File: src/sv/tsagm_pkg.sv
package tsagm_pkg;

    localparam int SAMPLES_DEF = 4;

    localparam int BYTE_W     = 8;
    localparam int RAW_W      = 13;
    localparam int SUM_W      = 16;
    localparam int CMAX_W     = 8;
    localparam int MODE_W     = 3;
    localparam int DIV_W      = 16;
    localparam int CFG_IDX_W  = 3;
    localparam int CFG_DATA_W = 13;
    localparam int OP_W       = 2;

    localparam logic [CFG_IDX_W-1:0] REG_X_START = 3'd0;
    localparam logic [CFG_IDX_W-1:0] REG_X_STOP  = 3'd1;
    localparam logic [CFG_IDX_W-1:0] REG_Y_START = 3'd2;
    localparam logic [CFG_IDX_W-1:0] REG_Y_STOP  = 3'd3;
    localparam logic [CFG_IDX_W-1:0] REG_COLS    = 3'd4;
    localparam logic [CFG_IDX_W-1:0] REG_ROWS    = 3'd5;
    localparam logic [CFG_IDX_W-1:0] REG_MODE    = 3'd6;

    localparam logic [RAW_W-1:0]  X_START_RST = 13'd0;
    localparam logic [RAW_W-1:0]  X_STOP_RST  = 13'd4095;
    localparam logic [RAW_W-1:0]  Y_START_RST = 13'd0;
    localparam logic [RAW_W-1:0]  Y_STOP_RST  = 13'd4095;
    localparam logic [CMAX_W-1:0] COLS_RST    = 8'd16;
    localparam logic [CMAX_W-1:0] ROWS_RST    = 8'd8;
    localparam logic [MODE_W-1:0] MODE_RST    = 3'd0;

    localparam int MODE_SWAP   = 0;
    localparam int MODE_FLIP_C = 1;
    localparam int MODE_FLIP_R = 2;

    localparam logic [OP_W-1:0] OP_FAC_C  = 2'd0;
    localparam logic [OP_W-1:0] OP_POS_C  = 2'd1;
    localparam logic [OP_W-1:0] OP_FAC_R  = 2'd2;
    localparam logic [OP_W-1:0] OP_POS_R  = 2'd3;

    typedef struct packed {
        logic            accept;
        logic            mean;
        logic            div_start;
        logic            wb;
        logic            emit;
        logic [OP_W-1:0] op;
    } t_cmd;

    typedef struct packed {
        logic last;
        logic div_done;
        logic out_free;
    } t_sts;

    function automatic logic [RAW_W-1:0] rebuild(input logic [BYTE_W-1:0] first,
                                                 input logic [BYTE_W-1:0] second);
        return {first, second[7:3]};
    endfunction

    function automatic logic [CMAX_W-1:0] grid_finish(input logic [DIV_W-1:0] q,
                                                      input logic [RAW_W-1:0] fac,
                                                      input logic [CMAX_W-1:0] cmax,
                                                      input logic flip);
        logic [CMAX_W-1:0] pos;
        logic [CMAX_W:0]   p1;
        p1 = {1'b0, q[CMAX_W-1:0]} + 9'd1;
        if (fac == '0) begin
            pos = cmax;
        end else if (q > 16'd255) begin
            pos = cmax;
        end else if (p1 > {1'b0, cmax}) begin
            pos = cmax;
        end else begin
            pos = p1[CMAX_W-1:0];
        end
        if (flip) begin
            pos = cmax - pos + 8'd1;
        end
        return pos;
    endfunction

endpackage

File: src/sv/tsagm_ctrl.sv
module tsagm_ctrl
    import tsagm_pkg::*;
(
    input  logic i_clk,
    input  logic i_rst_n,
    input  logic i_req_valid,
    output logic o_req_ready,
    input  t_sts i_sts,
    output t_cmd o_cmd
);

    localparam logic [1:0] S_IDLE  = 2'd0;
    localparam logic [1:0] S_START = 2'd1;
    localparam logic [1:0] S_WAIT  = 2'd2;
    localparam logic [1:0] S_EMIT  = 2'd3;

    logic [1:0]      r_state, n_state;
    logic [OP_W-1:0] r_op, n_op;

    always_comb begin
        n_state         = r_state;
        n_op            = r_op;
        o_cmd.accept    = 1'b0;
        o_cmd.mean      = 1'b0;
        o_cmd.div_start = 1'b0;
        o_cmd.wb        = 1'b0;
        o_cmd.emit      = 1'b0;
        o_cmd.op        = r_op;
        unique case (r_state)
            S_IDLE: begin
                o_cmd.accept = i_req_valid;
                if (i_req_valid && i_sts.last) begin
                    n_op    = OP_FAC_C;
                    n_state = S_START;
                end
            end
            S_START: begin
                o_cmd.mean      = (r_op == OP_FAC_C);
                o_cmd.div_start = 1'b1;
                n_state         = S_WAIT;
            end
            S_WAIT: begin
                if (i_sts.div_done) begin
                    o_cmd.wb = 1'b1;
                    if (r_op == OP_POS_R) begin
                        n_state = S_EMIT;
                    end else begin
                        n_op    = r_op + 1'b1;
                        n_state = S_START;
                    end
                end
            end
            S_EMIT: begin
                if (i_sts.out_free) begin
                    o_cmd.emit = 1'b1;
                    n_state    = S_IDLE;
                end
            end
            default: n_state = S_IDLE;
        endcase
    end

    always_ff @(posedge i_clk) begin
        if (!i_rst_n) begin
            r_state <= S_IDLE;
            r_op    <= OP_FAC_C;
        end else begin
            r_state <= n_state;
            r_op    <= n_op;
        end
    end

    assign o_req_ready = (r_state == S_IDLE);

endmodule

File: config.mk
export PLATFORM = sky130hd
export DESIGN_NAME = tsagm_ctrl
export DESIGN_NICKNAME = d
export VERILOG_FILES = /design/src/sv/tsagm_pkg.sv /design/src/sv/tsagm_ctrl.sv
export SDC_FILE = /design/constraint.sdc
export NUM_CORES = 1
export LEC_CHECK = 0
export BUFFER_PORTS_ARGS = -buffer_cell sky130_fd_sc_hd__buf_2
export CAP_MARGIN = 25
export CORE_AREA = 2 2 39 41
export DETAILED_ROUTE_END_ITERATION = 8
export DIE_AREA = 0 0 41 43
export PLACE_DENSITY = 0.5
export SETUP_SLACK_MARGIN = 0.5
export SLEW_MARGIN = 10
export SYNTH_ARGS = -nofsm -noshare
export SYNTH_HDL_FRONTEND = slang
export SYNTH_SLANG_ARGS = --single-unit
File: constraint.sdc
create_clock -name i_clk -period 3 [get_ports i_clk]
set_input_delay 0.15 -clock i_clk [delete_from_list [all_inputs] [get_ports i_clk]]
set_output_delay 0.15 -clock i_clk [all_outputs]
set_load 0.02 [all_outputs]
# ---- Word-level counts from Yosys, hierarchy flattened
# Cells that the tools add are included.
dict set report totals {
  regBits 4
  in_bits 6
  out_inout_bits 8
  elab_cells 32
}
dict set report classes {
  addsub 1
  eq_ne 8
  mux 15
  reduce_logical 6
}
# operator count
set op_table {}
lappend op_table {{2-to-1 mux 2 bit} 8}
lappend op_table {{case mux 2 bit (4 select lines)} 1}
lappend op_table {{== test 2 bit (second input constant)} 3}
lappend op_table {{!= test 2 bit (second input constant)} 3}
lappend op_table {{2-to-1 mux 1 bit} 5}
lappend op_table {{zero test 2 bit} 2}
lappend op_table {{case mux 2 bit (2 select lines)} 1}
lappend op_table {{AND reduction 4 bit} 1}
lappend op_table {{AND reduction 3 bit} 1}
lappend op_table {{adder 2 x 1 -> 2 bit (second input constant)} 1}
lappend op_table {{== test 2 x 1 -> 1 bit (second input constant)} 1}
lappend op_table {{!= test 2 x 1 -> 1 bit (second input constant)} 1}
lappend op_table {{nonzero test 2 bit} 1}
lappend op_table {{logical AND 1 bit} 1}

# ---- Logic depth before layout (Yosys ltp)
dict set report logic_depth {
  word_depth 4
  ltp_mapped 4
  depth_no_buf 4
}

# ---- Worst setup path before layout
# No wires, ideal clock.
dict set report synth_timing {
  kind {register to output}
  from {reg r_state[0]}
  to {out o_cmd[5] (netlist name)}
  arrival_time_ps 1115
  required_ps 2850
  slack_ps 1735
  path_stages_with_launch 4
  path_buffers 1
  path_cell_list {dfxtp_1 -> clkbuf_2 -> nor2b_1 -> and2_1}
}
# item line_no
set synth_lines {}
lappend synth_lines {{start, declared} tsagm_ctrl.sv:17} ;# logic [1:0] r_state, n_state;
lappend synth_lines {{start signal, assigned} tsagm_ctrl.sv:68} ;# r_state <= n_state;
lappend synth_lines {{end, declared} tsagm_ctrl.sv:9} ;# output t_cmd o_cmd

==> metrics <==
H-tree Lvls=1; Crit path arrival time=1120 ps; maximum vdd ir drop=~0.00012 V; antenna violations before repair=0; multiplexer area fraction after synthesis=0%; Slew headroom=~84%; most frequent cells in the layout=buf_2 (13), nand2_1 (8), dfxtp_1 (4), clkbuf_4 (3); # hold bufs at CTS=0; placed cell area=337 µm²; cell area after layout=359 µm²; clk buf depth=2; Worst setup SP type=register; DP Worst Slack=1900 ps; largest family of logic cells by synthesized area=simple AND/OR/NAND/NOR gates; CP max FO=4; Synth Area in Adders=9.76%; GRT Total Usage=7.14%; Die Area=1760 µm²; CTS tree=built; Static Leakage=approximately 0.18 nW; Synth Area in XOR/XNOR=0%; Die Span Y=43 µm; fmax=between 700 and 800 MHz; Post-Synth Simple-Gate Area=40.5%; drt drc=0; Initial DRT Pass Iterations=3; CTS clk-pin slew, worst paths=roughly 40 ps; multi-input logic area=~160 µm²; Final Hold Viols=0; post-synthesis register bit count=4; I/O pin count=14; CORE AREA=1380 µm²; period utilization=42.4%; nets=57; Inserted Clock Buffers=3; Worst Max-Slew Pin Slew=243 ps; Compound-Gate Fraction of Synth Area=13.7%; routability cong.=0.593; initial core utilization=18.5%; Slew Limit Fails=0; # setup viols final=0; GRT overflow=0; # Post-CTS Setup Buffers=0; CTS sink count=4; WL/cell=between 7 and 8 µm; Crit Path Category=reg -> out; number of global-route vias before repair=207; Seq/Total Area, Yosys=31.2%; Via density=4.03; Gates resized, CTS repair=0; Post-Synthesis Cell Area=around 260 µm²; Worst Hold Class=in -> reg; max cap viols=0; post-route setup TNS=0 ps; clk_lat worst skew=230 ps; PortBufs=13; DR vias=254; distinct cell type count after synthesis=16; Root Driver=clkbuf_4; utilization after layout=25.9%; FF/Latch Area=80.1 µm²; largest net degree at the start of global routing=11; area grow syn2layout=40.0%; Routed WL=roughly 500 µm; mean post-synth cell area=8.02 µm²; YS warnings=0; Synth Net Count=40; critical path required time=2850 ps; unrepaired setup endpoints after global routing=no; antenna cells=0; ratio of cells with drive above 1 in the final layout=34.0%; Cell Pwr Density=415 nW/µm²; first-pass GRT wire length=between 700 and 800 µm; endpoint class of the critical path=output pin; Setup Skew=4.86 ps; Final min period=1270 ps; Die Span X=41 µm; Rows=14; Final WS setup=1730 ps; commonest non-fill, non-tap cell in the layout=buf_2; Starting DRT DRC Count=1; total power=0.000149 W; dpl hpwl=between 400 and 500 µm; number of fill cells=155; Post-DRT Antenna Nets=0; post-synthesis cell count=32; status=finished clean
## cell families (layout without fill, tap and decap cells)
logic type / Yosys count / after routing
AND/OR/NAND/NOR: 18 / 18
AO/OA/AOI/OAI: 5 / 5
buffers and inverters: 3 / 18
flip-flops: 4 / 4
adder cells (fa/ha/maj): 2 / 2
## layer usage
layer | vias up | global-route usage (%) | wire length [µm]
met4 | 0 | 6.00 | 0
met1 | 111 | 6.15 | 195
met3 | 0 | 4.71 | 21
li1 | 140 | - | -
met5 | - | 0 | 0
met2 | 3 | 10.6 | 280
## synthesized netlist by cell type
cell / instances / area, µm²
a21boi_0: 2 / 15.0
and2_1: 2 / 12.5
and3_1: 1 / 6.26
and3b_1: 1 / 8.76
clkbuf_2: 1 / 5.00
dfxtp_1: 4 / 80.1
ha_1: 2 / 25.0
inv_1: 2 / 7.51
nand2_1: 8 / 30.0
nand2b_1: 1 / 6.26
nand3b_1: 1 / 7.51
nand4bb_1: 2 / 22.5
nor2_1: 1 / 3.75
nor2b_1: 1 / 6.26
o211ai_1: 1 / 7.51
o22ai_1: 2 / 12.5
## path summary, 6_finish.rpt
path / slack (ps) / cells past startpoint / startpoint / to
setup reg to reg: 1920 / 4 / r_op[0]$_SDFFE_PN0P_ / r_op[0]$_SDFFE_PN0P_
setup / recovery: 1730 / 4 / r_op[0]$_SDFFE_PN0P_ / o_cmd[5]
hold reg to reg: 500 / 2 / r_op[1]$_SDFFE_PN0P_ / r_op[1]$_SDFFE_PN0P_
hold / removal: 220 / 2 / i_rst_n / r_state[0]$_SDFFE_PN0P_
## where the power goes
| group | switching (W) | internal [W] | total, W |
|---|---|---|---|
| Clock | 0.0000212 | 0.0000447 | 0.0000659 |
| Sequential | 0.00000294 | 0.0000553 | 0.0000582 |
| Combinational | 0.0000141 | 0.0000108 | 0.0000249 |
| Total | 0.0000382 | 0.000111 | 0.000149 |
## metrics by stage
| step | hold slack [ps] | instances |
|---|---|---|
| final | 222 | 63 |
| after detailed placement | 465 | 60 |
| after global routing | 228 | 63 |
| after global placement | 466 | 60 |
| after floorplan | 304 | 32 |
| after CTS | 217 | 63 |
## flip-flops by register name, indices dropped and copies added, names as in the netlist
signal and flops:
r_op 2, r_state 2
## worst max-delay path: stages, from the launching register on
cell     delay (ps)
dfxtp_1         360
inv_1            70
ha_1            190
and2_1          120
buf_2           150
## layout make-up
type,count,area share [%]
multi-input combinational,25,45.6
sequential,4,22.3
timing repair buffer,13,18.1
inverter,2,2.09
tap,16,5.57
clock buffer,3,6.27
Power figures use the tool's default switching activity.
