<file path="src/sv/tsagm_pkg.sv">
package tsagm_pkg;

    localparam int SAMPLES_DEF = 4;

    localparam int BYTE_W     = 8;
    localparam int RAW_W      = 13;
    localparam int SUM_W      = 16;
    localparam int CMAX_W     = 8;
    localparam int MODE_W     = 3;
    localparam int DIV_W      = 16;
    localparam int CFG_IDX_W  = 3;
    localparam int CFG_DATA_W = 13;
    localparam int OP_W       = 2;

    localparam logic [CFG_IDX_W-1:0] REG_X_START = 3'd0;
    localparam logic [CFG_IDX_W-1:0] REG_X_STOP  = 3'd1;
    localparam logic [CFG_IDX_W-1:0] REG_Y_START = 3'd2;
    localparam logic [CFG_IDX_W-1:0] REG_Y_STOP  = 3'd3;
    localparam logic [CFG_IDX_W-1:0] REG_COLS    = 3'd4;
    localparam logic [CFG_IDX_W-1:0] REG_ROWS    = 3'd5;
    localparam logic [CFG_IDX_W-1:0] REG_MODE    = 3'd6;

    localparam logic [RAW_W-1:0]  X_START_RST = 13'd0;
    localparam logic [RAW_W-1:0]  X_STOP_RST  = 13'd4095;
    localparam logic [RAW_W-1:0]  Y_START_RST = 13'd0;
    localparam logic [RAW_W-1:0]  Y_STOP_RST  = 13'd4095;
    localparam logic [CMAX_W-1:0] COLS_RST    = 8'd16;
    localparam logic [CMAX_W-1:0] ROWS_RST    = 8'd8;
    localparam logic [MODE_W-1:0] MODE_RST    = 3'd0;

    localparam int MODE_SWAP   = 0;
    localparam int MODE_FLIP_C = 1;
    localparam int MODE_FLIP_R = 2;

    localparam logic [OP_W-1:0] OP_FAC_C  = 2'd0;
    localparam logic [OP_W-1:0] OP_POS_C  = 2'd1;
    localparam logic [OP_W-1:0] OP_FAC_R  = 2'd2;
    localparam logic [OP_W-1:0] OP_POS_R  = 2'd3;

    typedef struct packed {
        logic            accept;
        logic            mean;
        logic            div_start;
        logic            wb;
        logic            emit;
        logic [OP_W-1:0] op;
    } t_cmd;

    typedef struct packed {
        logic last;
        logic div_done;
        logic out_free;
    } t_sts;

    function automatic logic [RAW_W-1:0] rebuild(input logic [BYTE_W-1:0] first,
                                                 input logic [BYTE_W-1:0] second);
        return {first, second[7:3]};
    endfunction

    function automatic logic [CMAX_W-1:0] grid_finish(input logic [DIV_W-1:0] q,
                                                      input logic [RAW_W-1:0] fac,
                                                      input logic [CMAX_W-1:0] cmax,
                                                      input logic flip);
        logic [CMAX_W-1:0] pos;
        logic [CMAX_W:0]   p1;
        p1 = {1'b0, q[CMAX_W-1:0]} + 9'd1;
        if (fac == '0) begin
            pos = cmax;
        end else if (q > 16'd255) begin
            pos = cmax;
        end else if (p1 > {1'b0, cmax}) begin
            pos = cmax;
        end else begin
            pos = p1[CMAX_W-1:0];
        end
        if (flip) begin
            pos = cmax - pos + 8'd1;
        end
        return pos;
    endfunction

endpackage

</file>
<file path="src/sv/tsagm_div.sv">
module tsagm_div
    import tsagm_pkg::*;
#(
    parameter int W = DIV_W
) (
    input  logic         i_clk,
    input  logic         i_rst_n,
    input  logic         i_start,
    input  logic [W-1:0] i_dividend,
    input  logic [W-1:0] i_divisor,
    output logic [W-1:0] o_quotient,
    output logic         o_done
);

    localparam int CNT_W = (W > 1) ? $clog2(W) : 1;

    logic             r_busy, n_busy;
    logic             r_done, n_done;
    logic [CNT_W-1:0] r_cnt, n_cnt;
    logic [W-1:0]     r_rem, n_rem;
    logic [W-1:0]     r_quo, n_quo;
    logic [W-1:0]     r_den, n_den;
    logic [W:0]       trial;

    // one restoring step per cycle
    assign trial = {r_rem, r_quo[W-1]} - {1'b0, r_den};

    always_comb begin
        n_busy = r_busy;
        n_done = 1'b0;
        n_cnt  = r_cnt;
        n_rem  = r_rem;
        n_quo  = r_quo;
        n_den  = r_den;
        if (i_start) begin
            n_busy = 1'b1;
            n_cnt  = '0;
            n_rem  = '0;
            n_quo  = i_dividend;
            n_den  = i_divisor;
        end else if (r_busy) begin
            if (!trial[W]) begin
                n_rem = trial[W-1:0];
                n_quo = {r_quo[W-2:0], 1'b1};
            end else begin
                n_rem = {r_rem[W-2:0], r_quo[W-1]};
                n_quo = {r_quo[W-2:0], 1'b0};
            end
            n_cnt = r_cnt + 1'b1;
            if (r_cnt == CNT_W'(W - 1)) begin
                n_busy = 1'b0;
                n_done = 1'b1;
            end
        end
    end

    always_ff @(posedge i_clk) begin
        if (!i_rst_n) begin
            r_busy <= 1'b0;
            r_done <= 1'b0;
            r_cnt  <= '0;
        end else begin
            r_busy <= n_busy;
            r_done <= n_done;
            r_cnt  <= n_cnt;
        end
        r_rem <= n_rem;
        r_quo <= n_quo;
        r_den <= n_den;
    end

    assign o_quotient = r_quo;
    assign o_done     = r_done;

endmodule

</file>
<file path="src/sv/tsagm_datapath.sv">
module tsagm_datapath
    import tsagm_pkg::*;
#(
    parameter int SAMPLES = SAMPLES_DEF
) (
    input  logic                  i_clk,
    input  logic                  i_rst_n,
    input  logic                  i_cfg_we,
    input  logic [CFG_IDX_W-1:0]  i_cfg_index,
    input  logic [CFG_DATA_W-1:0] i_cfg_data,
    input  t_cmd                  i_cmd,
    output t_sts                  o_sts,
    input  logic [BYTE_W-1:0]     i_x_byte_first,
    input  logic [BYTE_W-1:0]     i_x_byte_second,
    input  logic [BYTE_W-1:0]     i_y_byte_first,
    input  logic [BYTE_W-1:0]     i_y_byte_second,
    input  logic                  i_out_ready,
    output logic                  o_out_valid,
    output logic [RAW_W-1:0]      o_raw_x_mean,
    output logic [RAW_W-1:0]      o_raw_y_mean,
    output logic [CMAX_W-1:0]     o_column_pos,
    output logic [CMAX_W-1:0]     o_row_pos,
    output logic                  o_divide_fault
);

    localparam int CNT_W   = (SAMPLES > 1) ? $clog2(SAMPLES) : 1;
    localparam int MEAN_SH = SUM_W + $clog2(SAMPLES);
    localparam int MUL_W   = SUM_W + 2;
    localparam int PROD_W  = SUM_W + MUL_W;
    localparam logic [MUL_W-1:0] MEAN_MUL =
        MUL_W'(((64'd1 << MEAN_SH) + 64'(SAMPLES) - 64'd1) / 64'(SAMPLES));

    logic [RAW_W-1:0]  r_x_start, r_x_stop, r_y_start, r_y_stop;
    logic [CMAX_W-1:0] r_cols, r_rows;
    logic [MODE_W-1:0] r_mode;

    logic [SUM_W-1:0]  r_sum_x, r_sum_y;
    logic [CNT_W-1:0]  r_cnt;
    logic [RAW_W-1:0]  r_mx, r_my, r_fac;
    logic [CMAX_W-1:0] r_col, r_row;
    logic              r_fault;

    logic              r_ovalid;
    logic [RAW_W-1:0]  r_o_mx, r_o_my;
    logic [CMAX_W-1:0] r_o_col, r_o_row;
    logic              r_o_fault;

    logic              swap;
    logic [RAW_W-1:0]  c_raw, c_start, c_stop, row_raw, row_start, row_stop;
    logic [RAW_W-1:0]  c_span, row_span, c_off, row_off, c_p, row_p;
    logic [DIV_W-1:0]  div_a, div_b, div_q;
    logic              div_done;
    logic              last;
    logic [PROD_W-1:0] prod_x, prod_y;
    logic [RAW_W-1:0]  mean_x, mean_y;

    assign swap      = r_mode[MODE_SWAP];
    assign c_raw     = swap ? r_my : r_mx;
    assign c_start   = swap ? r_y_start : r_x_start;
    assign c_stop    = swap ? r_y_stop : r_x_stop;
    assign row_raw   = swap ? r_mx : r_my;
    assign row_start = swap ? r_x_start : r_y_start;
    assign row_stop  = swap ? r_x_stop : r_y_stop;

    assign c_span   = (c_stop >= c_start) ? c_stop - c_start : '0;
    assign row_span = (row_stop >= row_start) ? row_stop - row_start : '0;

    always_comb begin
        c_p   = (c_raw < c_start) ? c_start : c_raw;
        c_p   = (c_p > c_stop) ? c_stop : c_p;
        row_p = (row_raw < row_start) ? row_start : row_raw;
        row_p = (row_p > row_stop) ? row_stop : row_p;
    end

    assign c_off   = c_p - c_start;
    assign row_off = row_p - row_start;

    // sum / SAMPLES by reciprocal multiply, exact for any 16-bit sum
    assign prod_x = PROD_W'(r_sum_x) * PROD_W'(MEAN_MUL);
    assign prod_y = PROD_W'(r_sum_y) * PROD_W'(MEAN_MUL);
    assign mean_x = prod_x[MEAN_SH +: RAW_W];
    assign mean_y = prod_y[MEAN_SH +: RAW_W];

    always_comb begin
        case (i_cmd.op)
            OP_FAC_C: begin
                div_a = DIV_W'(c_span);
                div_b = DIV_W'(r_cols);
            end
            OP_POS_C: begin
                div_a = DIV_W'(c_off);
                div_b = DIV_W'(r_fac);
            end
            OP_FAC_R: begin
                div_a = DIV_W'(row_span);
                div_b = DIV_W'(r_rows);
            end
            default: begin
                div_a = DIV_W'(row_off);
                div_b = DIV_W'(r_fac);
            end
        endcase
    end

    tsagm_div #(
        .W(DIV_W)
    ) u_div (
        .i_clk      (i_clk),
        .i_rst_n    (i_rst_n),
        .i_start    (i_cmd.div_start),
        .i_dividend (div_a),
        .i_divisor  (div_b),
        .o_quotient (div_q),
        .o_done     (div_done)
    );

    assign last = (r_cnt == CNT_W'(SAMPLES - 1));

    always_ff @(posedge i_clk) begin
        if (!i_rst_n) begin
            r_x_start <= X_START_RST;
            r_x_stop  <= X_STOP_RST;
            r_y_start <= Y_START_RST;
            r_y_stop  <= Y_STOP_RST;
            r_cols    <= COLS_RST;
            r_rows    <= ROWS_RST;
            r_mode    <= MODE_RST;
        end else if (i_cfg_we) begin
            unique case (i_cfg_index)
                REG_X_START: r_x_start <= i_cfg_data[RAW_W-1:0];
                REG_X_STOP:  r_x_stop  <= i_cfg_data[RAW_W-1:0];
                REG_Y_START: r_y_start <= i_cfg_data[RAW_W-1:0];
                REG_Y_STOP:  r_y_stop  <= i_cfg_data[RAW_W-1:0];
                REG_COLS:    r_cols    <= i_cfg_data[CMAX_W-1:0];
                REG_ROWS:    r_rows    <= i_cfg_data[CMAX_W-1:0];
                REG_MODE:    r_mode    <= i_cfg_data[MODE_W-1:0];
                default: ;
            endcase
        end
    end

    always_ff @(posedge i_clk) begin
        if (!i_rst_n) begin
            r_sum_x <= '0;
            r_sum_y <= '0;
            r_cnt   <= '0;
        end else if (i_cmd.accept) begin
            r_sum_x <= r_sum_x + SUM_W'(rebuild(i_x_byte_first, i_x_byte_second));
            r_sum_y <= r_sum_y + SUM_W'(rebuild(i_y_byte_first, i_y_byte_second));
            r_cnt   <= last ? '0 : r_cnt + 1'b1;
        end else if (i_cmd.mean) begin
            r_sum_x <= '0;
            r_sum_y <= '0;
        end
    end

    always_ff @(posedge i_clk) begin
        if (i_cmd.mean) begin
            r_mx    <= mean_x;
            r_my    <= mean_y;
            r_fault <= 1'b0;
        end else if (i_cmd.wb) begin
            case (i_cmd.op)
                OP_FAC_C: r_fac <= (r_cols != '0) ? div_q[RAW_W-1:0] : '0;
                OP_FAC_R: r_fac <= (r_rows != '0) ? div_q[RAW_W-1:0] : '0;
                OP_POS_C: begin
                    r_col <= grid_finish(div_q, r_fac, r_cols, r_mode[MODE_FLIP_C]);
                    if (r_fac == '0) r_fault <= 1'b1;
                end
                default: begin
                    r_row <= grid_finish(div_q, r_fac, r_rows, r_mode[MODE_FLIP_R]);
                    if (r_fac == '0) r_fault <= 1'b1;
                end
            endcase
        end
    end

    // output register, parts the result from the next set
    always_ff @(posedge i_clk) begin
        if (!i_rst_n) begin
            r_ovalid <= 1'b0;
        end else if (i_cmd.emit) begin
            r_ovalid <= 1'b1;
        end else if (i_out_ready) begin
            r_ovalid <= 1'b0;
        end
        if (i_cmd.emit) begin
            r_o_mx    <= r_mx;
            r_o_my    <= r_my;
            r_o_col   <= r_col;
            r_o_row   <= r_row;
            r_o_fault <= r_fault;
        end
    end

    assign o_sts.last     = last;
    assign o_sts.div_done = div_done;
    assign o_sts.out_free = !r_ovalid || i_out_ready;

    assign o_out_valid    = r_ovalid;
    assign o_raw_x_mean   = r_o_mx;
    assign o_raw_y_mean   = r_o_my;
    assign o_column_pos   = r_o_col;
    assign o_row_pos      = r_o_row;
    assign o_divide_fault = r_o_fault;

endmodule

</file>
<file path="config.mk">
export PLATFORM = sky130hd
export DESIGN_NAME = tsagm_datapath
export DESIGN_NICKNAME = d
export VERILOG_FILES = /design/src/sv/tsagm_pkg.sv /design/src/sv/tsagm_div.sv /design/src/sv/tsagm_datapath.sv
export SDC_FILE = /design/constraint.sdc
export NUM_CORES = 1
export LEC_CHECK = 0
export BUFFER_PORTS_ARGS = -buffer_cell sky130_fd_sc_hd__buf_2
export CELL_PAD_IN_SITES_DETAIL_PLACEMENT = 0
export CELL_PAD_IN_SITES_GLOBAL_PLACEMENT = 1
export CORE_MARGIN = 5
export CORE_UTILIZATION = 30
export DETAILED_ROUTE_END_ITERATION = 7
export GPL_TIMING_DRIVEN = 0
export PLACE_DENSITY = 0.62
export RECOVER_POWER = 50
export SETUP_SLACK_MARGIN = 0.2
export SYNTH_ARGS = -nofsm -noshare
export SYNTH_HDL_FRONTEND = slang
export SYNTH_SLANG_ARGS = --single-unit
</file>
<file path="constraint.sdc">
create_clock -name i_clk -period 7.9 [get_ports i_clk]
set_input_delay 2.37 -clock i_clk [delete_from_list [all_inputs] [get_ports i_clk]]
set_output_delay 2.37 -clock i_clk [all_outputs]
set_load 0.1 [all_outputs]
</file>
After elaboration in Yosys (flattened, before gate mapping) --
Cells that the tools add are included.
Word-level totals: register bits after elaboration 259, output and inout bits 47, word-level logic and storage cells 137
Operators by class: $add $sub $neg 14, $lt $le $gt $ge 9, equal/unequal tests 10, muxes and demuxes 45, bitwise operators 5, reduce and logical (&&, ||, !) cells 26
Operators with widths (number):
- $mux W13 | 14
- $mux W8 | 14
- $mux W16 | 6
- $pmux W13 S2 | 2
- $sub A13 B13 Y13 | 4
- $pmux W13 S3 | 1
- $add A16 B13 Y16 | 2
- $ge A13 B13 Y1 | 2
- $gt A13 B13 Y1 | 2
- $lt A13 B13 Y1 | 2
- $gt A9 B8 Y1 | 2
- $sub A17 B16 Y17 | 1
- $add A8 B1 Y8 const B | 2
- $gt A16 B8 Y1 const B | 1
- $reduce_bool A8 Y1 | 2
- $sub A8 B8 Y8 | 2
- $reduce_and A2 Y1 | 7
- $logic_not A13 Y1 | 1
- $reduce_and A3 Y1 | 4
- $add A8 B1 Y9 const B | 1
- $eq A3 B3 Y1 const B | 3
- $reduce_bool A2 Y1 | 4
- $mux W1 | 7
- $eq A3 B2 Y1 const B | 2
- other kinds (14) | 21

Logic depth before layout (Yosys ltp) --
depth after elaboration 11, depth in mapped cells 33, depth with buffers taken out 28

Modules after synthesis --
A second synthesis with hierarchy kept.
Unflattened totals: cells, all modules 1957, area total of the unflattened synthesis 18167.4 µm²
Modules (own cells, without submodules):
- tsagm_datapath | times used 1, cells an instance 1676, area an instance 15177.1 µm²
- tsagm_div | times used 1, cells an instance 281, area an instance 2990.4 µm²

Worst setup path after synthesis --
No wires, ideal clock.
path type register -> register, start reg r_mode[0], end reg u_div.r_quo[9] (netlist: u_div.o_quotient[9]), data pin, library setup time 255 ps, arrival 6315 ps, path slack 1330 ps, cell stages (with the launch flop) 30, buffers on the path 5, cells stage by stage dfxtp_1 > buf_6 > buf_2 > buf_2 > mux2i_1 > ha_1 > nand2_1 > nand3_1 > a211oi_1 > a21oi_4 > buf_2 > mux2i_1 > ha_1 > nand4_1 > nor3_1 > o221ai_1 > and2_1 > a31oi_1 > buf_2 > nor2_1 > a21oi_1 > ha_1 > nor2b_1 > o31a_1 > o31a_1 > o211a_1 > or3_1 > a21oi_1 > o221ai_1 > a31o_1
On the way: word-level cells in the longest chain between the ends 8, elaborated cells on any way between the ends 24
Ends and longest elaborated chain:
- start, declared | RTL line tsagm_datapath.sv:35 | logic [MODE_W-1:0] r_mode;
- start signal, assigned | RTL line tsagm_datapath.sv:136 | REG_MODE: r_mode <= i_cfg_data[MODE_W-1:0];
- $mux W13 (on tied branches)
- $lt A13 B13 Y1 (on tied branches) | RTL line tsagm_datapath.sv:71, tsagm_datapath.sv:69
- $mux W13 (on tied branches) | RTL line tsagm_datapath.sv:71, tsagm_datapath.sv:69
- $gt A13 B13 Y1 (on tied branches) | RTL line tsagm_datapath.sv:72, tsagm_datapath.sv:70
- $mux W13 (on tied branches) | RTL line tsagm_datapath.sv:72, tsagm_datapath.sv:70
- $sub A13 B13 Y13 (on tied branches) | RTL line tsagm_datapath.sv:76, tsagm_datapath.sv:75
- $pmux W13 S3 * | RTL line tsagm_datapath.sv:85 | case (i_cmd.op)
- $mux W16 * | RTL line tsagm_div.sv:35 | if (i_start) begin
- via u_div.n_quo[9] | RTL line tsagm_div.sv:21 | logic [W-1:0] r_quo, n_quo;
- end signal, assigned | RTL line tsagm_div.sv:68 | r_quo <= n_quo;
- end, declared | RTL line tsagm_div.sv:21
The timed path passes the listed nets; every way through them passes the cells marked *. A chain may end at the register's enable or synchronous reset.

Worst setup path after layout --
Ends and elaborated chain as after synthesis.

==> run summary <==
status: finished with violations
failing checks: max-capacitance violations, max-slew violations
Fillers: 6018
Final Hold Viols: 0
syn_nets: 2212
Slew Viols, Final: 45
Crit Path Class: reg -> reg
HP Class: reg -> reg
Clk Latency, worst-skew pair: 570 ps
dominant cell type by area after synthesis: edfxtp_1
RSZ-0062 raised after global routing: yes
Worst Path Max Fanout: 10
Critical Path RT: 8220 ps
Post-Route Utilization: 35.1%
clock net sink count: 254
number of synthesized flops with an enable pin: 127
via count: 14800
combinational fraction of design power: 31.0%
share of the synthesized area in the top cell type: 21.5%
First-pass DRT Iterations: 5
synthesis-to-finish area growth: 16.2%
asr flop ratio synth: 0%
worst-case clock buffer depth: 3
Post-DP HPWL: 45.3 mm
nets@finish: 2349
most frequent cell after synthesis: nand2_1
slowest stage cell, crit path: mux2i_4
CP Capture Type: flip-flop
wire length per cell: 19.5 µm
Core Box Area: 58900 µm²
vias in the first global route: 14600
yosys warns: 0
Final setup viols: 0
DR iter-0 viols: 927
Syn Area/Cell: 9.07 µm²
Initial Utilization: 30.2%
GRT Residual Overflow: 0
Die Span Y: 253 µm
sequential share of power: 36.2%
IO Pins: 106
Slew HR: -86.4%
Crit path top cell by count: ha_1
ant diodes: 0
Routed WL: 56.3 mm
Distinct cells, synth: 71
DIE AREA: 64200 µm²
top cells by area, synth: edfxtp_1 21%, dfxtp_1 14%, ha_1 13%
Power Density: 208 nW/µm²
initial antenna violation count: 0
Total GRT Usage: 17.0%
Worst Setup Start Kind: flip-flop
Synth Instances: 1960
Min-Delay Path Depth: 0
dominant synthesized flop cell: edfxtp_1
MaxCap Viol Count: 1
power share of the clock group: 32.8%
Detail Route Antenna Nets: 0
Internal: 2.84 mW
CTS Buf Count: 29
P_sw: 1.46 mW
worst r2r path cells: 29
Die W: 253 µm
Placer Congestion: 0.917
Via density: 5.11
Least-Margin Pin Slew: 2800 ps
Max Clock Skew: 11.4 ps
worst hold slack: 418 ps
Port-buffer cells: 94
setup tns final: 0 ps
sw frac: 33.9%
depth of the CTS H-tree: 1
Synth top cells by count: 235 x nand2_1, 184 x ha_1, 135 x nor2_1, 131 x a21oi_1
global-route wire length before repair: 85.5 mm
Seq/Total Area, Yosys: 35.8%
Worst-path clk slew: 60 ps
fin crit share: 93.4%
layout cells sized above 1: 12.2%
CP max stage delay: 460 ps
post-route DRC violation count: 0
LEAKAGE: 7.93 nW
cell row count: 89
Root Driver: clkbuf_16
Highest Clock Rate: 0.135 GHz
synthesized cell area: 17800 µm²
largest net degree at the start of global routing: 45
peak supply drop: 0.144 mV
min cycle time layout: 7380 ps
TritonCTS clock tree: done
Arr. time, crit path: 7710 ps
Yosys reg bits: 254
total power: 4.30 mW
==> kinds of logic (layout without fill, tap and decap cells) <==
| logic type | count (synthesis) | count (layout) | synth area share (%) |
|---|---|---|---|
| muxes | 132 | 132 | 7.70 |
| DFF | 254 | 254 | 35.8 |
| buffers and inverters | 184 | 344 | 4.20 |
| adders and majority gates | 193 | 193 | 14.0 |
| and+or+nand+nor | 654 | 654 | 17.6 |
| AOI/OAI and AO/OA | 468 | 468 | 17.1 |
| xor gates and xnor gates | 75 | 75 | 3.70 |
==> layout make-up <==
type | count | area, µm² | area share [%]
timing repair buffer | 106 | 556 | 2.69
buffer | 75 | 385 | 1.87
tap | 773 | 967 | 4.68
sequential | 254 | 6360 | 30.8
inverter | 109 | 409 | 1.98
clock inverter | 14 | 188 | 0.909
multi-input combinational | 1522 | 11000 | 53.2
clock buffer | 40 | 801 | 3.88
==> critical path: cells and delay by family, from the launching register on <==
| family | cells | cell delay (ps) |
|---|---|---|
| flip-flops | 1 | 420 |
| adder cells (fa/ha/maj) | 3 | 920 |
| AND/OR/NAND/NOR | 6 | 1220 |
| multiplexers | 2 | 630 |
| buffers and inverters | 5 | 1160 |
| AO/OA/AOI/OAI | 13 | 2750 |
==> flip-flops by register name (all words and copies together), names as in the netlist, 15 cells and up <==
name	cells
u_div.r_rem	16
r_sum_x	15
u_div.o_quotient	16
r_sum_y	15
==> cell usage in the layout, fill, tap and decap left out, types with 22 or more instances in the layout <==
master       n
a21oi_1    127
mux2_2      37
inv_1      108
nand3_1     56
xnor2_1     56
nor3_1      42
mux2i_1     73
buf_4       22
nor2b_1     50
ha_1       184
nand2_1    235
o21a_1      33
nor2_1     135
buf_2       95
edfxtp_1   127
dfxtp_1    127
clkbuf_1    60
clkbuf_16   29
a21boi_0    48
a21o_1      22
o21ai_0     86
nor3b_1     26
==> metal layers <==
layer  vias to the layer above  wire length [µm]  global-route usage, %
met5                         -                 0                      0
li1                       7374                 -                      -
met3                        89              2330                   2.38
met1                      7030             25000                   21.7
met4                         0              2300                   6.32
met2                       284             26700                   29.2
==> metrics by stage <==
| step | std cells | worst slack [ps] | area (µm²) |
|---|---|---|---|
| detailed placement | 2827 | -675 | 19200 |
| global placement | 2827 | -690 | 19200 |
| finish | 2893 | 519 | 20600 |
| floorplan | 1960 | 1330 | 17800 |
| CTS | 2883 | 135 | 20400 |
| global route | 2893 | 112 | 20600 |
==> repair_timing <==
action,CTS,global route
setup buffers,2,10
pin swaps,1,5
hold buffers,0,0
setup endpoints to repair,11,7
hold endpoints to repair,0,0
gates resized for setup,45,33
==> power groups by stage <==
stage	clock (mW)	sequential (mW)	combinational (mW)
global placement	0	1.58	1.28
global route	1.50	1.57	1.47
detailed placement	0	1.58	1.29
CTS	1.45	1.56	1.31
floorplan	0	1.65	0.866
finish	1.41	1.56	1.33
==> path summary, 6_finish.rpt <==
path	start	to	slack [ps]
worst min register to register	r_col[4]	o_column_pos[4]	420
worst min-delay path	r_col[4]	o_column_pos[4]	420
worst max register to register	r_mode[0]	u_div.o_quotient[9]	520
worst max-delay path	r_mode[0]	u_div.o_quotient[9]	520
Power figures use the tool's default switching activity.
